[config.mk]
export PLATFORM = sky130hd
export DESIGN_NAME = sarq_isqrt
export DESIGN_NICKNAME = d
export VERILOG_FILES = /design/src/rtl/assert_macros.svh /design/src/rtl/sarq_pkg.sv /design/src/rtl/sarq_isqrt.sv
export SDC_FILE = /design/constraint.sdc
export NUM_CORES = 2
export LEC_CHECK = 0
export BUFFER_PORTS_ARGS = -buffer_cell sky130_fd_sc_hd__buf_2
export CORE_ASPECT_RATIO = 1.2
export CORE_UTILIZATION = 43
export DETAILED_ROUTE_END_ITERATION = 16
export PLACE_DENSITY = 0.65
export REMOVE_ABC_BUFFERS = 1
export SYNTH_ARGS = -nofsm -noshare
export SYNTH_HDL_FRONTEND = slang
export SYNTH_MEMORY_MAX_BITS = 65536
export SYNTH_SLANG_ARGS = --single-unit
[constraint.sdc]
create_clock -name clk -period 5.4 [get_ports clk]
set_input_delay 0.54 -clock clk [delete_from_list [all_inputs] [get_ports clk]]
set_output_delay 0.54 -clock clk [all_outputs]
set_load 0.02 [all_outputs]
[src/rtl/assert_macros.svh]
// Assertion macros for the shortest-arc quaternion block.
`ifndef ASSERT_MACROS_SVH
`define ASSERT_MACROS_SVH
`ifndef SYNTH
// Implication checked at every clock edge outside reset.
`define SARQ_ASSERT(lbl, clk_i, rstn_i, prop, msg) \
	lbl: assert property (@(posedge clk_i) disable iff (!rstn_i) prop) else $error(msg);
// Condition that must never be true outside reset.
`define SARQ_NEVER(lbl, clk_i, rstn_i, cond, msg) \
	lbl: assert property (@(posedge clk_i) disable iff (!rstn_i) !(cond)) else $error(msg);
`else
`define SARQ_ASSERT(lbl, clk_i, rstn_i, prop, msg)
`define SARQ_NEVER(lbl, clk_i, rstn_i, cond, msg)
`endif
`endif

[src/rtl/sarq_pkg.sv]
// Shared constants, types and helper functions of the shortest-arc quaternion block.
package sarq_pkg;

	localparam int ROOT_STEPS = 32;
	localparam int QUO_BITS = 31;
	localparam int LIM_W = 31;

	localparam logic signed [31:0] ONE_Q30 = 32'sh4000_0000;
	localparam logic signed [31:0] NEG_ONE_Q30 = -32'sh4000_0000;
	localparam logic [30:0] ONE_Q30_MAG = 31'h4000_0000;
	localparam logic signed [63:0] ONE_Q60 = 64'sh1000_0000_0000_0000;
	localparam logic [LIM_W-1:0] LIMIT_RESET = 31'd1074;

	typedef enum logic [1:0] {
		CASE_IDENTITY  = 2'd0,
		CASE_ARC       = 2'd1,
		CASE_FALLBACK  = 2'd2,
		CASE_GENERATED = 2'd3
	} case_t;

	// Smallest left shift that brings a nonzero magnitude up to at least 2^30.
	function automatic logic [4:0] norm_shift(input logic [31:0] m);
		logic [4:0] k;
		k = '0;
		for (int i = 0; i < 31; i++) begin
			if (m[i]) k = 5'(30 - i);
		end
		if (m[31]) k = '0;
		return k;
	endfunction

	function automatic logic signed [31:0] sat_q30(input logic signed [31:0] v);
		logic signed [31:0] r;
		r = v;
		if (v > ONE_Q30) r = ONE_Q30;
		if (v < NEG_ONE_Q30) r = NEG_ONE_Q30;
		return r;
	endfunction

endpackage

[src/rtl/sarq_isqrt.sv]
// Pipelined 64-bit integer square root, one result bit per stage.
module sarq_isqrt import sarq_pkg::*; #(
	parameter int LANES = 1,
	parameter int SIDE_W = 1
) (
	input  logic                    clk,
	input  logic                    arst_n,
	input  logic                    en,
	input  logic                    in_valid,
	input  logic [LANES-1:0][63:0]  in_rad,
	input  logic [SIDE_W-1:0]       in_side,
	output logic                    out_valid,
	output logic [LANES-1:0][31:0]  out_root,
	output logic [SIDE_W-1:0]       out_side
);

	logic [LANES-1:0][63:0] rem_s [ROOT_STEPS];
	logic [LANES-1:0][63:0] root_s [ROOT_STEPS];
	logic [SIDE_W-1:0]      side_s [ROOT_STEPS];
	logic                   vld_s [ROOT_STEPS];

	for (genvar j = 0; j < ROOT_STEPS; j++) begin : g_step
		localparam logic [63:0] BIT = 64'd1 << (62 - 2 * j);
		logic [LANES-1:0][63:0] prv_rem, prv_root, nxt_rem, nxt_root;
		logic [SIDE_W-1:0]      prv_side;
		logic                   prv_vld;

		if (j == 0) begin : g_first
			assign prv_rem  = in_rad;
			assign prv_root = '0;
			assign prv_side = in_side;
			assign prv_vld  = in_valid;
		end else begin : g_next
			assign prv_rem  = rem_s[j-1];
			assign prv_root = root_s[j-1];
			assign prv_side = side_s[j-1];
			assign prv_vld  = vld_s[j-1];
		end

		always_comb begin
			logic [63:0] trial [LANES];
			for (int l = 0; l < LANES; l++) begin
				trial[l] = prv_root[l] + BIT;
				if (prv_rem[l] >= trial[l]) begin
					nxt_rem[l]  = prv_rem[l] - trial[l];
					nxt_root[l] = (prv_root[l] >> 1) + BIT;
				end else begin
					nxt_rem[l]  = prv_rem[l];
					nxt_root[l] = prv_root[l] >> 1;
				end
			end
		end

		always_ff @(posedge clk or negedge arst_n) begin
			if (!arst_n) begin
				vld_s[j] <= 1'b0;
			end else if (en) begin
				vld_s[j] <= prv_vld;
			end
		end

		always_ff @(posedge clk) begin
			if (en) begin
				rem_s[j]  <= nxt_rem;
				root_s[j] <= nxt_root;
				side_s[j] <= prv_side;
			end
		end
	end

	always_comb begin
		for (int l = 0; l < LANES; l++) begin
			out_root[l] = root_s[ROOT_STEPS-1][l][31:0];
		end
	end

	assign out_valid = vld_s[ROOT_STEPS-1];
	assign out_side  = side_s[ROOT_STEPS-1];

endmodule

Word-level counts from Yosys, hierarchy flattened

Memory sizes are Yosys's and may differ from the RTL's.
Cells that the tools add are included.

Bits in registers: 32
RAM bits: 4,128
Input port bits: 69
Output and inout port bits: 34
Logic and storage cells: 227
Memories: 3

Memories:

| name   | words | bits a word | rd ports | clocked after memory_dff | write ports | line             | source |
|---|---|---|---|---|---|---|---|
| rem_s  | 32    | 64          | 31       | 0                        | 32          | sarq_isqrt.sv:17 | `logic [LANES-1:0][63:0] rem_s [ROOT_STEPS];` |
| root_s | 32    | 64          | 32       | 0                        | 32          | sarq_isqrt.sv:18 | `logic [LANES-1:0][63:0] root_s [ROOT_STEPS];` |
| side_s | 32    | 1           | 32       | 0                        | 32          | sarq_isqrt.sv:19 | `logic [SIDE_W-1:0] side_s [ROOT_STEPS];` |

Add/subtract/negate cells: 94
$lt $le $gt $ge: 32
Mux-type cells: 66

Operator list:

| operator               | number |
|---|---|
| $mux 64                | 63 |
| $ge 64x64->1           | 31 |
| $sub 64x64->64         | 31 |
| $add 63x1->64 const B  | 1 |
| $add 63x11->64 const B | 1 |
| $add 63x13->64 const B | 1 |
| $add 63x15->64 const B | 1 |
| $add 63x17->64 const B | 1 |
| $add 63x19->64 const B | 1 |
| $add 63x21->64 const B | 1 |
| $add 63x23->64 const B | 1 |
| $add 63x25->64 const B | 1 |
| $add 63x27->64 const B | 1 |
| $add 63x29->64 const B | 1 |
| $add 63x3->64 const B  | 1 |
| $add 63x31->64 const B | 1 |
| $add 63x33->64 const B | 1 |
| $add 63x35->64 const B | 1 |
| $add 63x37->64 const B | 1 |
| $add 63x39->64 const B | 1 |
| $add 63x41->64 const B | 1 |
| $add 63x43->64 const B | 1 |
| $add 63x45->64 const B | 1 |
| $add 63x47->64 const B | 1 |
| other kinds (45)       | 46 |

Longest topological paths before layout

An unclocked memory read counts as a cell.

Depth after elaboration: 4
Depth in mapped cells: 14
Depth with buffers taken out: 12

Least setup slack after synthesis

OpenSTA, ideal clock, no wires.

Path kind: reg2reg
From: memory rem_s[5][171] (netlist bit)
To: memory rem_s[5][252] (netlist bit), data pin
Library setup time: 259 ps
Arrival: 3,537 ps
Required time: 5,141 ps
Setup slack: 1,604 ps
Stages on the path, launching flop included: 12
Buffers on the path: 2
Clock period less this slack: 3,796 ps
Cells stage by stage: edfxtp_1 or4_4 or4_1 buf_2 or4_1 or3_1 and3_1 o311a_1 buf_6 a2111oi_4 nand4_1 xnor2_1

RTL lines:

| what        | line |
|---|---|
| from (decl) | sarq_isqrt.sv:17 |

==> impl_results.md <==
* Status: finished clean
* Worst r2r src: rem_s[5][172]$_DFFE_PP_
* Placed Area at 129000 µm²
* Cell taking the most area after synthesis: edfxtp_1
* DRT iter0 DRCs at 5073
* Root Buffer: clkbuf_16
* Cells after Synth at 9798
* Post-Synthesis Cell Area at 123000 µm²
* Final Hold Viols at 0
* Tot GR Track Use at 22.2%
* Core Region at 285000 µm²
* Crit Path Max Fanout at 7
* Layout Cells excl Fill at 14200
* Post-route design area at 138000 µm²
* H-tree Lvls at 5
* Drt wl/cell at 23.1 µm
* Total gr overflow at 0
* RSZ-0062 raised after global routing: no
* Die area at 289000 µm²
* Setup Buffers After CTS at 0
* Kind of critical path: reg2reg
* Crit-path cells: or4_4, or4_1, or4_1, or3_1, and3_1, o311a_1, nor2_1, nand2_1, xnor2_1
* Placer Congestion at 0.978
* Most frequent cell after synthesis: edfxtp_1
* Cell row count at 215
* Max-Cap Viols at 0
* Number of flops mapped to enable cells by yosys at 2544
* Slew HR at 15.7%
* Post-route setup slack at 0.635 ns
* Max Buffers Root-to-Sink at 4
* Worst-path cell with the longest stage delay: xnor2_1
* Worst skew pair latency at 0.88 ns
* Via count at 79000
* Port Buffer Count at 102
* Nets at 10800
* I/O pin cnt at 103
* Clock sink count at 2576
* DRC Markers at 0
* Crit path largest cell delay at 0.89 ns
* Synth cell types at 85
* Startpoint types: flip-flop
* Vias in the first global route at 81100
* R2R cell count at 9
* Most frequent CP cell: or4_1
* Area grow syn2layout at 12.3%
* Fmax at 210 MHz
* Drt first pass iters at 6
* Die span in y at 589 µm
* Clock skew at 0.0966 ns
* Initial core utilization at 43.2%
* Worst setup startpoint: rem_s[5][172]$_DFFE_PP_
* Layout cell share with drive strength beyond 1 at 7.76%
* Largest net degree at the start of global routing at 171
* Width of the die at 491 µm
* Worst Tran Pin Value at 1.25 ns
* Worst endpoint data arrival time at 5.21 ns
* CP required at 5.84 ns
* Setup slack, reg-to-reg at 0.63 ns
* Mean Syn Cell Area at 12.6 µm²
* Post-synthesis sequential area ratio at 62.6%
* Dpl ws at 0.690 ns
* Reg-to-reg endpoint: rem_s[5][241]$_DFFE_PP_
* P per Cell Area at 431 nW/µm²
* Cell types with the highest counts after synthesis: edfxtp_1, nor2_1, inv_1, a21oi_1, ha_1
* Yosys warns at 0
* Setup TNS at 0 ns
* First-pass GRT wire length at 487000 µm
* Area share of the largest cell type after synthesis at 62.0%
* Initial antenna violation count at 9
* Worst-path clk slew at 0.06 ns
* HP Class: in2reg
* Maximum vdd ir drop at 0.343 mV
* Post-layout minimum cycle time at 4.77 ns
* Setup Viol. Count Final at 0
* Post-DP HPWL at 252000 µm
* Leakage at 0.0519 µW
* Total power at 59600 µW
* Routed vias/inst at 5.58
* CTS tree: done
* Post-placement cell count at 13600
* Post-cts sizing count at 0
* Critical Path End Type: flip-flop
* Fin crit share at 88.2%
* Slew Limit Fails at 0
* Flops & latches, synth at 2576
* Detail Route Antenna Nets at 0
* Primary FF master, synth: edfxtp_1
* CTS buffer count at 278
* CP Capture Point: rem_s[5][241]$_DFFE_PP_
* Routed WL at 327000 µm
* Async S/R FF share, synth at 1.24%
* Synth top area cells: edfxtp_1, ha_1, xnor2_1, xor2_1, a21oi_1
-- worst max-delay path, delay by kind of cell (launching register included) --
| kind | cells | cell delay (ns) |
|---|---|---|
| xor gates and xnor gates | 1 | 0.89 |
| DFF | 1 | 0.41 |
| and+or+nand+nor | 7 | 2.78 |
| AOI/OAI and AO/OA | 1 | 0.25 |
-- logic make-up (layout without fill, tap and decap cells) --
family	count (synthesis)	count (layout)	synth area share (%)
other	0	6	0
buffers and inverters	902	1464	2.76
xor gates and xnor gates	890	890	6.32
and+or+nand+nor	2875	2875	12.1
AOI/OAI and AO/OA	1865	1865	9.38
adders and majority gates	558	558	5.66
muxes	132	132	1.20
DFF	2576	2576	62.6
-- state kept, by name (all words and copies together) (netlist names) --
register        flops
g_step.prv_vld     31
rem_s            1984
out_valid           1
side_s             32
root_s            528
-- power breakdown --
part | switching, µW | internal (µW) | leakage [µW] | total (µW)
combinational | 7940 | 5280 | 0.0227 | 13200
sequential | 2260 | 25500 | 0.0249 | 27700
clock | 7820 | 10900 | 0.00428 | 18700
-- layer usage --
| layer | wire, µm | vias to the layer above | track usage (%) |
|---|---|---|---|
| li1 | - | 37500 | - |
| met1 | 105000 | 38600 | 20.1 |
| met2 | 187000 | 2083 | 45.1 |
| met3 | 10700 | 835 | 2.46 |
| met4 | 24000 | 0 | 14.8 |
| met5 | 0 | - | 0 |
-- worst min-delay path by stage --
stage	startpoint	to	slack, ns	cells after the start
after floorplan	arst_n	g_step[10].prv_vld$_DFFE_PN0P_	0.24	0
after global placement	side_s[26]$_DFFE_PP_	side_s[27]$_DFFE_PP_	0.40	0
after detailed placement	side_s[13]$_DFFE_PP_	side_s[14]$_DFFE_PP_	0.40	0
after CTS	in_rad[63]	rem_s[0][63]$_DFFE_PP_	0.004	3
after global routing	in_rad[63]	rem_s[0][63]$_DFFE_PP_	0.07	3
final	in_rad[63]	rem_s[0][63]$_DFFE_PP_	0.06	3
-- stage by stage --
step / util, % / hold WS (ns)
6_report: 48.5 / 0.0615
5_1_grt: 48.5 / 0.0717
4_1_cts: 48.5 / 0.00353
3_5_place_dp: 45.2 / 0.405
3_3_place_gp: 45.2 / 0.401
2_1_floorplan: - / 0.244
-- final cells by class --
type	instances	area, µm²
flip-flops and latches	2576	77200
repair buffers	274	2240
well taps	3797	4750
clock buffers	337	7330
diodes	6	15.0
inverters	701	2630
fillers	24900	147000
multi-input cells	6320	42800
clock inverters	152	1500
-- layout by cell type (no fill, tap or decap), types with 104 or more instances in the layout --
cell type / synthesis / routed
nand3_1: 184 / 184
inv_1: 696 / 696
a21o_1: 246 / 246
nand4_1: 165 / 165
edfxtp_1: 2544 / 2544
nor3_1: 262 / 262
ha_1: 558 / 558
xnor2_1: 501 / 501
nor4_1: 346 / 343
xor2_1: 389 / 389
a21oi_1: 678 / 678
clkbuf_16: 0 / 285
mux2_2: 124 / 124
or3_1: 104 / 104
nand2_1: 517 / 517
o21ai_0: 377 / 376
nor2_1: 719 / 717
-- repair_timing --
item | in CTS | in global routing
hold buffers | 65 | 0
setup endpoints to repair | 0 | 0
hold endpoints to repair | 96 | 0
(Power assumes the default switching activity.)
